File: src/rtl/ipid_pkg.sv
package ipid_pkg;

  // fixed field widths
  localparam int GAIN_W         = 24;
  localparam int RKI_W          = 25;
  localparam int BAND_W         = 16;
  localparam int STEPS_W        = 16;
  localparam int ACC_W          = 48;
  localparam int BAND_FRAC_BITS = 12;
  localparam int MUL_A_W        = 26;
  localparam int CFG_IDX_W      = 3;
  localparam int DIV_CNT_W      = 5;
  localparam logic [DIV_CNT_W-1:0] DIV_LAST = DIV_CNT_W'(GAIN_W - 1);

  // register indexes
  localparam logic [CFG_IDX_W-1:0] REG_SETPOINT   = 3'd0;
  localparam logic [CFG_IDX_W-1:0] REG_KP_GAIN    = 3'd1;
  localparam logic [CFG_IDX_W-1:0] REG_KI_GAIN    = 3'd2;
  localparam logic [CFG_IDX_W-1:0] REG_KD_GAIN    = 3'd3;
  localparam logic [CFG_IDX_W-1:0] REG_BAND_FRAC  = 3'd4;
  localparam logic [CFG_IDX_W-1:0] REG_RAMP_STEPS = 3'd5;

  // shared multiplier operand select
  typedef enum logic [1:0] {
    MUL_BAND = 2'd0,
    MUL_KP   = 2'd1,
    MUL_KD   = 2'd2,
    MUL_KI   = 2'd3
  } mul_sel_e;

  typedef struct packed {
    logic     cfg_we;
    logic     capture;
    logic     div_init;
    logic     div_step;
    logic     mul_en;
    mul_sel_e mul_sel;
    logic     band_eval;
    logic     sum_add;
    logic     sum_add_cond;
    logic     write_back;
  } dp_cmd_t;

  typedef struct packed {
    logic div_last;
  } dp_sts_t;

endpackage

File: src/rtl/ipid_datapath.sv
module ipid_datapath #(
  parameter int SAMPLE_BITS = 16,
  parameter int CFG_DATA_W  = 24
) (
  input  logic                                clk_i,
  input  logic                                rst_ni,
  input  ipid_pkg::dp_cmd_t                   cmd_i,
  output ipid_pkg::dp_sts_t                   sts_o,
  input  logic [ipid_pkg::CFG_IDX_W-1:0]      cfg_index_i,
  input  logic [CFG_DATA_W-1:0]               cfg_data_i,
  input  logic signed [SAMPLE_BITS-1:0]       feedback_i,
  output logic signed [ipid_pkg::ACC_W-1:0]   control_value_o,
  output logic                                saturated_o
);

  localparam int EW   = SAMPLE_BITS + 1;
  localparam int D1W  = SAMPLE_BITS + 2;
  localparam int D2W  = SAMPLE_BITS + 3;
  localparam int MBW  = SAMPLE_BITS + 3;
  localparam int PW   = ipid_pkg::MUL_A_W + MBW;
  localparam int CW   = SAMPLE_BITS + 16;
  localparam int SW   = ((ipid_pkg::ACC_W > PW + 2) ? ipid_pkg::ACC_W : PW + 2) + 2;
  localparam int AW   = ipid_pkg::ACC_W;
  localparam logic signed [SW-1:0] SUM_MAX = {{(SW-AW+1){1'b0}}, {(AW-1){1'b1}}};
  localparam logic signed [SW-1:0] SUM_MIN = {{(SW-AW+1){1'b1}}, {(AW-1){1'b0}}};

  // configuration registers
  logic signed [SAMPLE_BITS-1:0]       sp_q;
  logic [ipid_pkg::GAIN_W-1:0]         kp_q, ki_q, kd_q;
  logic [ipid_pkg::BAND_W-1:0]         band_q;
  logic [ipid_pkg::STEPS_W-1:0]        steps_q;

  always_ff @(posedge clk_i or negedge rst_ni) begin
    if (!rst_ni) begin
      sp_q    <= '0;
      kp_q    <= '0;
      ki_q    <= '0;
      kd_q    <= '0;
      band_q  <= '0;
      steps_q <= ipid_pkg::STEPS_W'(1);
    end else if (cmd_i.cfg_we) begin
      unique case (cfg_index_i)
        ipid_pkg::REG_SETPOINT:   sp_q    <= cfg_data_i[SAMPLE_BITS-1:0];
        ipid_pkg::REG_KP_GAIN:    kp_q    <= cfg_data_i[ipid_pkg::GAIN_W-1:0];
        ipid_pkg::REG_KI_GAIN:    ki_q    <= cfg_data_i[ipid_pkg::GAIN_W-1:0];
        ipid_pkg::REG_KD_GAIN:    kd_q    <= cfg_data_i[ipid_pkg::GAIN_W-1:0];
        ipid_pkg::REG_BAND_FRAC:  band_q  <= cfg_data_i[ipid_pkg::BAND_W-1:0];
        ipid_pkg::REG_RAMP_STEPS: steps_q <= cfg_data_i[ipid_pkg::STEPS_W-1:0];
        default: ;
      endcase
    end
  end

  // restoring divider for the ramp step, one quotient bit a cycle
  logic [ipid_pkg::STEPS_W-1:0]   divisor;
  logic [ipid_pkg::STEPS_W-1:0]   rem_q;
  logic [ipid_pkg::GAIN_W-1:0]    quo_q;
  logic [ipid_pkg::DIV_CNT_W-1:0] div_cnt_q;
  logic [ipid_pkg::STEPS_W:0]     shifted;
  logic                           fits;

  assign divisor = (steps_q == '0) ? ipid_pkg::STEPS_W'(1) : steps_q;
  assign shifted = {rem_q, quo_q[ipid_pkg::GAIN_W-1]};
  assign fits    = shifted >= {1'b0, divisor};
  assign sts_o.div_last = (div_cnt_q == ipid_pkg::DIV_LAST);

  always_ff @(posedge clk_i or negedge rst_ni) begin
    if (!rst_ni) begin
      rem_q     <= '0;
      quo_q     <= '0;
      div_cnt_q <= '0;
    end else if (cmd_i.div_init) begin
      rem_q     <= '0;
      quo_q     <= ki_q;
      div_cnt_q <= '0;
    end else if (cmd_i.div_step) begin
      rem_q     <= fits ? ipid_pkg::STEPS_W'(shifted - {1'b0, divisor})
                        : shifted[ipid_pkg::STEPS_W-1:0];
      quo_q     <= {quo_q[ipid_pkg::GAIN_W-2:0], fits};
      div_cnt_q <= div_cnt_q + 1'b1;
    end
  end

  // error history and ramped gain
  logic signed [EW-1:0]          e_q, e1_q, e2_q;
  logic [ipid_pkg::RKI_W-1:0]    rki_q;
  logic signed [D1W-1:0]         d1;
  logic signed [D2W-1:0]         d2;
  logic [EW-1:0]                 abs_e;
  logic [SAMPLE_BITS-1:0]        abs_sp;

  assign d1     = D1W'(e_q) - D1W'(e1_q);
  assign d2     = D2W'(e_q) - (D2W'(e1_q) <<< 1) + D2W'(e2_q);
  assign abs_e  = e_q[EW-1] ? EW'(-e_q) : EW'(e_q);
  assign abs_sp = sp_q[SAMPLE_BITS-1] ? SAMPLE_BITS'(-sp_q) : SAMPLE_BITS'(sp_q);

  // shared multiplier
  logic signed [ipid_pkg::MUL_A_W-1:0] mul_a;
  logic signed [MBW-1:0]               mul_b;
  logic signed [PW-1:0]                prod_q;

  always_comb begin
    unique case (cmd_i.mul_sel)
      ipid_pkg::MUL_BAND: begin
        mul_a = {{(ipid_pkg::MUL_A_W-ipid_pkg::BAND_W){1'b0}}, band_q};
        mul_b = {{(MBW-SAMPLE_BITS){1'b0}}, abs_sp};
      end
      ipid_pkg::MUL_KP: begin
        mul_a = {{(ipid_pkg::MUL_A_W-ipid_pkg::GAIN_W){1'b0}}, kp_q};
        mul_b = {{(MBW-D1W){d1[D1W-1]}}, d1};
      end
      ipid_pkg::MUL_KD: begin
        mul_a = {{(ipid_pkg::MUL_A_W-ipid_pkg::GAIN_W){1'b0}}, kd_q};
        mul_b = d2;
      end
      ipid_pkg::MUL_KI: begin
        mul_a = {{(ipid_pkg::MUL_A_W-ipid_pkg::RKI_W){1'b0}}, rki_q};
        mul_b = {{(MBW-EW){e_q[EW-1]}}, e_q};
      end
      default: begin
        mul_a = '0;
        mul_b = '0;
      end
    endcase
  end

  always_ff @(posedge clk_i) begin
    if (cmd_i.mul_en) begin
      prod_q <= PW'(mul_a) * PW'(mul_b);
    end
  end

  // band test against the registered |setpoint| * band_fraction
  logic [CW-1:0] band_lhs;
  logic          inband;
  logic          inband_q;

  assign band_lhs = CW'({abs_e, {ipid_pkg::BAND_FRAC_BITS{1'b0}}});
  assign inband   = band_lhs <= prod_q[CW-1:0];

  always_ff @(posedge clk_i or negedge rst_ni) begin
    if (!rst_ni) begin
      rki_q <= '0;
    end else if (cmd_i.band_eval && inband && (rki_q < {1'b0, ki_q})) begin
      rki_q <= rki_q + ipid_pkg::RKI_W'(quo_q);
    end
  end

  always_ff @(posedge clk_i) begin
    if (cmd_i.band_eval) begin
      inband_q <= inband;
    end
  end

  // increment accumulation and saturation
  logic signed [SW-1:0] sum_q;
  logic signed [AW-1:0] acc_q;
  logic signed [AW-1:0] acc_d;
  logic                 sat_d;

  always_ff @(posedge clk_i) begin
    if (cmd_i.band_eval) begin
      sum_q <= SW'(acc_q);
    end else if (cmd_i.sum_add || (cmd_i.sum_add_cond && inband_q)) begin
      sum_q <= sum_q + SW'(prod_q);
    end
  end

  always_comb begin
    if (sum_q > SUM_MAX) begin
      acc_d = SUM_MAX[AW-1:0];
      sat_d = 1'b1;
    end else if (sum_q < SUM_MIN) begin
      acc_d = SUM_MIN[AW-1:0];
      sat_d = 1'b1;
    end else begin
      acc_d = sum_q[AW-1:0];
      sat_d = 1'b0;
    end
  end

  always_ff @(posedge clk_i or negedge rst_ni) begin
    if (!rst_ni) begin
      acc_q <= '0;
      e1_q  <= '0;
      e2_q  <= '0;
    end else if (cmd_i.write_back) begin
      acc_q <= acc_d;
      e1_q  <= e_q;
      e2_q  <= e1_q;
    end
  end

  always_ff @(posedge clk_i) begin
    if (cmd_i.capture) begin
      e_q <= EW'(feedback_i) - EW'(sp_q);
    end
  end

  logic signed [AW-1:0] out_value_q;
  logic                 out_sat_q;

  always_ff @(posedge clk_i) begin
    if (cmd_i.write_back) begin
      out_value_q <= acc_d;
      out_sat_q   <= sat_d;
    end
  end

  assign control_value_o = out_value_q;
  assign saturated_o     = out_sat_q;

endmodule

File: src/rtl/ipid_ctrl.sv
module ipid_ctrl (
  input  logic                           clk_i,
  input  logic                           rst_ni,
  input  logic                           cfg_valid_i,
  output logic                           cfg_ready_o,
  input  logic [ipid_pkg::CFG_IDX_W-1:0] cfg_index_i,
  input  logic                           in_valid_i,
  output logic                           in_ready_o,
  output logic                           out_valid_o,
  input  logic                           out_ready_i,
  output ipid_pkg::dp_cmd_t              cmd_o,
  input  ipid_pkg::dp_sts_t              sts_i
);

  typedef enum logic [8:0] {
    S_IDLE  = 9'b000000001,
    S_DLOAD = 9'b000000010,
    S_DIV   = 9'b000000100,
    S_BAND  = 9'b000001000,
    S_KP    = 9'b000010000,
    S_KD    = 9'b000100000,
    S_KI    = 9'b001000000,
    S_ACC   = 9'b010000000,
    S_WB    = 9'b100000000
  } state_e;

  state_e state_q, state_d;
  logic   out_valid_q, out_valid_d;
  logic   div_start;

  // registers only change between ticks
  assign cfg_ready_o = (state_q == S_IDLE) || (state_q == S_DLOAD) || (state_q == S_DIV);
  assign div_start   = cfg_valid_i && cfg_ready_o &&
                       ((cfg_index_i == ipid_pkg::REG_KI_GAIN) ||
                        (cfg_index_i == ipid_pkg::REG_RAMP_STEPS));
  assign in_ready_o  = (state_q == S_IDLE) && !cfg_valid_i;
  assign out_valid_o = out_valid_q;

  always_comb begin
    state_d            = state_q;
    cmd_o              = '0;
    cmd_o.mul_sel      = ipid_pkg::MUL_BAND;
    cmd_o.cfg_we       = cfg_valid_i && cfg_ready_o;
    out_valid_d        = out_valid_q && !out_ready_i;
    unique case (state_q)
      S_IDLE: begin
        if (div_start) begin
          state_d = S_DLOAD;
        end else if (in_valid_i && in_ready_o) begin
          cmd_o.capture = 1'b1;
          state_d       = S_BAND;
        end
      end
      S_DLOAD: begin
        cmd_o.div_init = 1'b1;
        state_d        = div_start ? S_DLOAD : S_DIV;
      end
      S_DIV: begin
        cmd_o.div_step = 1'b1;
        if (div_start) begin
          state_d = S_DLOAD;
        end else if (sts_i.div_last) begin
          state_d = S_IDLE;
        end
      end
      S_BAND: begin
        cmd_o.mul_en  = 1'b1;
        cmd_o.mul_sel = ipid_pkg::MUL_BAND;
        state_d       = S_KP;
      end
      S_KP: begin
        cmd_o.mul_en    = 1'b1;
        cmd_o.mul_sel   = ipid_pkg::MUL_KP;
        cmd_o.band_eval = 1'b1;
        state_d         = S_KD;
      end
      S_KD: begin
        cmd_o.mul_en  = 1'b1;
        cmd_o.mul_sel = ipid_pkg::MUL_KD;
        cmd_o.sum_add = 1'b1;
        state_d       = S_KI;
      end
      S_KI: begin
        cmd_o.mul_en  = 1'b1;
        cmd_o.mul_sel = ipid_pkg::MUL_KI;
        cmd_o.sum_add = 1'b1;
        state_d       = S_ACC;
      end
      S_ACC: begin
        cmd_o.sum_add_cond = 1'b1;
        state_d            = S_WB;
      end
      S_WB: begin
        if (!out_valid_q || out_ready_i) begin
          cmd_o.write_back = 1'b1;
          out_valid_d      = 1'b1;
          state_d          = S_IDLE;
        end
      end
      default: state_d = S_IDLE;
    endcase
  end

  always_ff @(posedge clk_i or negedge rst_ni) begin
    if (!rst_ni) begin
      state_q     <= S_IDLE;
      out_valid_q <= 1'b0;
    end else begin
      state_q     <= state_d;
      out_valid_q <= out_valid_d;
    end
  end

endmodule

File: src/rtl/incremental_pid_dead_zone_ramped_ki.sv
// channel   direction  handshake                 payload
// cfg       in         cfg_valid_i / cfg_ready_o cfg_index_i, cfg_data_i
// in        in         in_valid_i / in_ready_o   feedback_i
// out       out        out_valid_o / out_ready_i control_value_o, saturated_o
//
// one feedback beat runs four passes through the shared multiplier (band limit,
// kp, kd, ki), then accumulate and write-back, before the next accept
// a write to ki_gain or ramp_steps starts a bit-serial divide of the ramp step;
// in_ready_o stays low until it finishes
// cfg_ready_o is low while a tick is computed; out of reset the block is idle
// a stalled out beat holds the next item at write-back; input accept stops until it leaves
module incremental_pid_dead_zone_ramped_ki #(
  parameter int SAMPLE_BITS = 16,
  // data port is wide enough for the setpoint and the 24-bit gains
  localparam int CfgDataW = (SAMPLE_BITS > ipid_pkg::GAIN_W) ? SAMPLE_BITS
                                                             : ipid_pkg::GAIN_W
) (
  input  logic                                clk_i,
  input  logic                                rst_ni,
  // configuration writes
  input  logic                                cfg_valid_i,
  output logic                                cfg_ready_o,
  input  logic [ipid_pkg::CFG_IDX_W-1:0]      cfg_index_i,
  input  logic [CfgDataW-1:0]                 cfg_data_i,
  // feedback samples
  input  logic                                in_valid_i,
  output logic                                in_ready_o,
  input  logic signed [SAMPLE_BITS-1:0]       feedback_i,
  // control results
  output logic                                out_valid_o,
  input  logic                                out_ready_i,
  output logic signed [ipid_pkg::ACC_W-1:0]   control_value_o,
  output logic                                saturated_o
);

  ipid_pkg::dp_cmd_t cmd;
  ipid_pkg::dp_sts_t sts;

  // sequencer: accept, multiplier schedule, divider steps, out beat
  ipid_ctrl u_ctrl (
    .clk_i       (clk_i),
    .rst_ni      (rst_ni),
    .cfg_valid_i (cfg_valid_i),
    .cfg_ready_o (cfg_ready_o),
    .cfg_index_i (cfg_index_i),
    .in_valid_i  (in_valid_i),
    .in_ready_o  (in_ready_o),
    .out_valid_o (out_valid_o),
    .out_ready_i (out_ready_i),
    .cmd_o       (cmd),
    .sts_i       (sts)
  );

  // config registers, error history, ramped gain, accumulator
  ipid_datapath #(
    .SAMPLE_BITS (SAMPLE_BITS),
    .CFG_DATA_W  (CfgDataW)
  ) u_datapath (
    .clk_i           (clk_i),
    .rst_ni          (rst_ni),
    .cmd_i           (cmd),
    .sts_o           (sts),
    .cfg_index_i     (cfg_index_i),
    .cfg_data_i      (cfg_data_i),
    .feedback_i      (feedback_i),
    .control_value_o (control_value_o),
    .saturated_o     (saturated_o)
  );

endmodule

File: config.mk
export PLATFORM = sky130hd
export DESIGN_NAME = incremental_pid_dead_zone_ramped_ki
export DESIGN_NICKNAME = d
export VERILOG_FILES = /design/src/rtl/ipid_pkg.sv /design/src/rtl/ipid_datapath.sv /design/src/rtl/ipid_ctrl.sv /design/src/rtl/incremental_pid_dead_zone_ramped_ki.sv
export SDC_FILE = /design/constraint.sdc
export NUM_CORES = 2
export LEC_CHECK = 0
export ABC_AREA = 1
export BUFFER_PORTS_ARGS = -buffer_cell sky130_fd_sc_hd__buf_2
export CORE_ASPECT_RATIO = 0.8
export CORE_UTILIZATION = 30
export CTS_CLUSTER_DIAMETER = 100
export DETAILED_ROUTE_END_ITERATION = 6
export PLACE_DENSITY = 0.43
export SETUP_SLACK_MARGIN = 0.05
export SLEW_MARGIN = 25
export SYNTH_ARGS = -nofsm -noshare
export SYNTH_HDL_FRONTEND = slang
export SYNTH_SLANG_ARGS = --single-unit
export TNS_END_PERCENT = 30
File: constraint.sdc
create_clock -name clk_i -period 23.4 [get_ports clk_i]
set_input_delay 4.68 -clock clk_i [delete_from_list [all_inputs] [get_ports clk_i]]
set_output_delay 4.68 -clock clk_i [all_outputs]
set_load 0.1 [all_outputs]
Word level (Yosys, flattened, before mapping)
Cells that the tools add are included.
{ "totals": {"reg_bits": 444, "out_inout_bits": 52, "wordCells": 124} }
{ "classes": {"add_sub_neg": 10, "n_mul": 1, "magnitude_cmp": 5, "n_eq_ne": 21, "n_mux": 37, "n_reduce_logical": 29} }
{ "op_table": {"columns": ["operator", "count"], "rows": [
  ["one-hot mux 26 bit (4 select lines)", 1],
  ["2-to-1 mux 50 bit", 2],
  ["2-to-1 mux 48 bit", 2],
  ["one-hot mux 9 bit (9 select lines)", 1],
  ["2-to-1 mux 16 bit", 5],
  ["one-hot mux 19 bit (4 select lines)", 1],
  ["adder 50 x 45 -> 50 bit", 1],
  ["greater-than comparator 50 x 48 -> 1 bit, second input constant", 1],
  ["less-than comparator 50 x 48 -> 1 bit, second input constant", 1],
  ["2-to-1 mux 24 bit", 2],
  ["multiplier 26 x 19 -> 45 bit", 1],
  ["2-to-1 mux 9 bit", 5],
  ["<= comparator 29 x 32 -> 1 bit", 1],
  ["adder 25 x 24 -> 25 bit", 1],
  ["less-than comparator 25 x 24 -> 1 bit", 1],
  ["adder 19 x 17 -> 19 bit", 1],
  ["subtractor 17 x 18 -> 19 bit", 1],
  ["subtractor 17 x 17 -> 18 bit", 1],
  [">= comparator 17 x 16 -> 1 bit", 1],
  ["2-to-1 mux 17 bit", 1],
  ["negator 17 bit", 1],
  ["subtractor 16 x 16 -> 17 bit", 1],
  ["logical NOT 16 bit", 1],
  ["negator 16 bit", 1],
  ["other kinds (32)", 68]
]} }

Longest topological paths before layout
{ "logic_depth": {"word_depth": 7, "mapped_depth": 41, "mapped_depth_nobuf": 41} }

By module
From an unflattened synthesis, not the netlist that was laid out.
{ "hier_totals": {"cells_unflattened": 6045, "area_unflattened_um2": 45807.7} }
{ "modules_own_cells": {"columns": ["mod", "n_inst", "cells_per_inst", "area_each_um2"], "rows": [
  ["ipid_datapath", 1, 5929, 45072.0],
  ["ipid_ctrl", 1, 116, 735.7]
]} }

Worst setup path after synthesis
No wires, ideal clock.
{ "synth_timing": {"path_kind": "input-to-output", "from": "input cfg_valid_i", "to": "output in_ready_o", "arrival_ps": 5933, "setup_slack_ps": 12787, "stages": 1, "cell_sequence": "nor2_1"} }
{ "synth_via": {"elab_chain_cells": 2} }
{ "synth_rtl": {"columns": ["item", "line", "text"], "rows": [
  ["from (decl)", "incremental_pid_dead_zone_ramped_ki.sv:21", "input logic cfg_valid_i,"],
  ["logical NOT 1 bit", "ipid_ctrl.sv:36", "assign in_ready_o = (state_q == S_IDLE) && !cfg_valid_i;"],
  ["logical AND 1 bit", "ipid_ctrl.sv:36", null],
  ["to (decl)", "incremental_pid_dead_zone_ramped_ki.sv:27", "output logic in_ready_o,"]
]} }
Every way passes these cells.

Worst setup path after layout
Ends and elaborated chain as after synthesis.

==> flow_summary.ini <==
[status]
status = finished clean

[routing]
first_iter_violations = 3202
detail_route.vias_per_cell = 4.889
vias = 39940
drt_pass1_iterations = 6
dr.max_layer_used = met4
route.detailed.drc = 0
wl_met2_um = 72100
route.met3.wl_um = 9975
antenna_left = 0
detail_route.wl_per_cell_um = 21.13
drt-met1-wl_um = 87440
drt-total-wl_um = 172600

[setup_path]
cp.required_ns = 18.72
start_kind = input port
worst_path_most_repeated_cell = buf_2
path_cells = buf_2, nor2_1, buf_2
crit_arrival_ns = 5.35
slowest_stage = buf_2
max_stage_delay_ns = 0.43
cp_max_fo = 6
worstSetupPathType = in2out
endpoint_kind = output pin

[clocking]
cts-buffers-inserted = 54
root_buffer = clkbuf_16
path_clk_slew_ns = 0.07
ctsHoldBuffers = 0
htreeDepth = 2
cts_tree = yes
insertion_delay_ns = 0.68
clockBufferDepth = 3
cts_setup_buffers = 0
clock-sinks = 444
post_cts_resize_count = 0

[global_route]
grt_use_total = 0.2227
grt_first_pass_wirelength_um = 259200
grt_pass1_vias = 39540
grt_max_degree = 116
antenna_found_initial = 7
overflow = 0

[finish]
syn_to_final_growth_pct = 9.709
layout.cells.non_filler = 8169
final_layout_size_suffix_gt1_frac = 0.05478
finalNetCount = 6925

[die]
die_h_um = 352.6
initial_utilization = 0.3026
core_area_um2 = 152300
fp-row-count = 128
die-area_um2 = 155200
die_x_um = 440.2
io_pins = 100

[hold_path]
hold_class = reg2reg

[timing]
fin_crit_sh = 0.4285
slew_violations = 0
layout_min_cycle_time_ns = 10.03
hold_viol = 0
tightest_slew_ns = 1.115
max_freq_mhz = 99.72
rsz0062_at_grt = no
slew_headroom = 0.2568
setup_viol = 0
finalClockSkew_ns = 0.04464
setup_tns_ns = 0

[logic_synthesis]
async_flop_share = 0.6351
synth_most_common_cell = nand2_1
synth_common_cells = nand2_1 (1,648), inv_1 (1,177), fa_1 (412), nor2_1 (408), o21ai_0 (394)
synth_cell_types = 62
synth_flop_cell = dfrtp_1
synthTopCellsByArea = fa_1 (18%), dfrtp_1 (15%), nand2_1 (13%)
ys_warn_count = 0
synth_edf_count = 162
seq_area_frac_synth = 0.2587
yosys_register_bits = 444
synth_top_cell_by_area = fa_1
synth_top_area_share = 0.1790
postSynthCellCount = 6072
netlist_area_um2 = 46080
syn_area_per_cell_um2 = 7.589
mappedNetlistNets = 6889

[place]
gp_routability_congestion = 0.9229
dp_hpwl_um = 139600
post-place-cells = 8066
port_buffers = 99

[flow_run]
drv_cap = 0
## per-layer routing
layer | GRT usage | up-vias
li1 | - | 19060
met2 | 0.3275 | 1168
met5 | 0 | -
met3 | 0.02808 | 153
met1 | 0.3454 | 19560
met4 | 0.04167 | 0
## through the flow
step	area [um2]	setup WS [ns]	hold slack [ns]	util
final	50560	13.37	0.4774	0.3319
after detailed placement	48660	13.37	0.4634	0.3195
after CTS	50510	13.37	0.4816	0.3317
after global placement	48640	13.37	0.4610	0.3193
after floorplan	46080	12.79	0.4422	-
after global routing	50550	13.23	0.5034	0.3319
## final timing paths
path / start / end / slack (ns) / depth (start not counted)
setup / recovery: cfg_valid_i / in_ready_o / 13.37 / 3
hold / removal: u_datapath.acc_q[1] / u_datapath.acc_q[1] / 0.48 / 2
setup reg to reg: u_ctrl.state_q[8] / u_datapath.prod_q[31] / 13.72 / 32
hold reg to reg: u_datapath.acc_q[1] / u_datapath.acc_q[1] / 0.48 / 2
max in group asynchronous: rst_ni / u_datapath.acc_q[46] / 16.53 / 5
min in group asynchronous: rst_ni / u_datapath.rem_q[15] / 3.89 / 1
## cells by family (layout without fill, tap and decap cells)
family | count (synthesis) | after routing | synth area share
buffers and inverters | 1364 | 1444 | 0.1160
AND/OR/NAND/NOR | 2632 | 2632 | 0.2399
other | 0 | 2 | 0
adder cells (fa/ha/maj) | 769 | 769 | 0.2759
AO/OA/AOI/OAI | 752 | 752 | 0.08832
flip-flops | 444 | 444 | 0.2587
XOR/XNOR | 111 | 111 | 0.02110
## critical path: cells and delay by family
kind                   cells  cell delay [ns]
buffers and inverters      2             0.57
and+or+nand+nor            1             0.10
## cell usage in the layout (no fill, tap or decap), types with 12 or more instances in the layout
master	n
nand2_1	1647
inv_1	1175
fa_1	412
nor2_1	408
o21ai_0	392
ha_1	357
nand3_1	348
dfrtp_1	280
a21oi_1	240
edfxtp_1	162
buf_2	98
xor2_1	66
nand4_1	58
clkbuf_16	56
nor3_1	51
xnor2_1	45
buf_4	40
nand3b_1	36
inv_2	21
o211ai_1	21
o21bai_1	17
o21ai_1	15
o21a_1	13
or2_2	12
## registers in the layout, summed over array words and instances (netlist names), 16 cells and up
name	cells
u_datapath.ki_q	24
u_datapath.sp_q	16
u_datapath.steps_q	16
u_datapath.kp_q	24
u_datapath.rki_q	25
u_datapath.e1_q	17
u_datapath.sum_q	50
u_datapath.prod_q	45
u_datapath.e_q	17
u_datapath.rem_q	16
u_datapath.e2_q	17
u_datapath.band_q	16
u_datapath.control_value_o	48
u_datapath.quo_q	24
u_datapath.kd_q	24
u_datapath.acc_q	48
## final cells by class
cell class                 count  area, um2
antenna                        2      5.005
clock buffer                  71       1548
clock inverter                29      302.8
fill                       16460     101700
inverter                    1203       4521
multi-input combinational   4264      28890
sequential                   444      11920
tap                         2015       2521
timing repair buffer         141      844.6
Power is left out: the tool's default activity adds up to more than one toggle a clock period on the data nets, which glitch-free logic cannot reach.
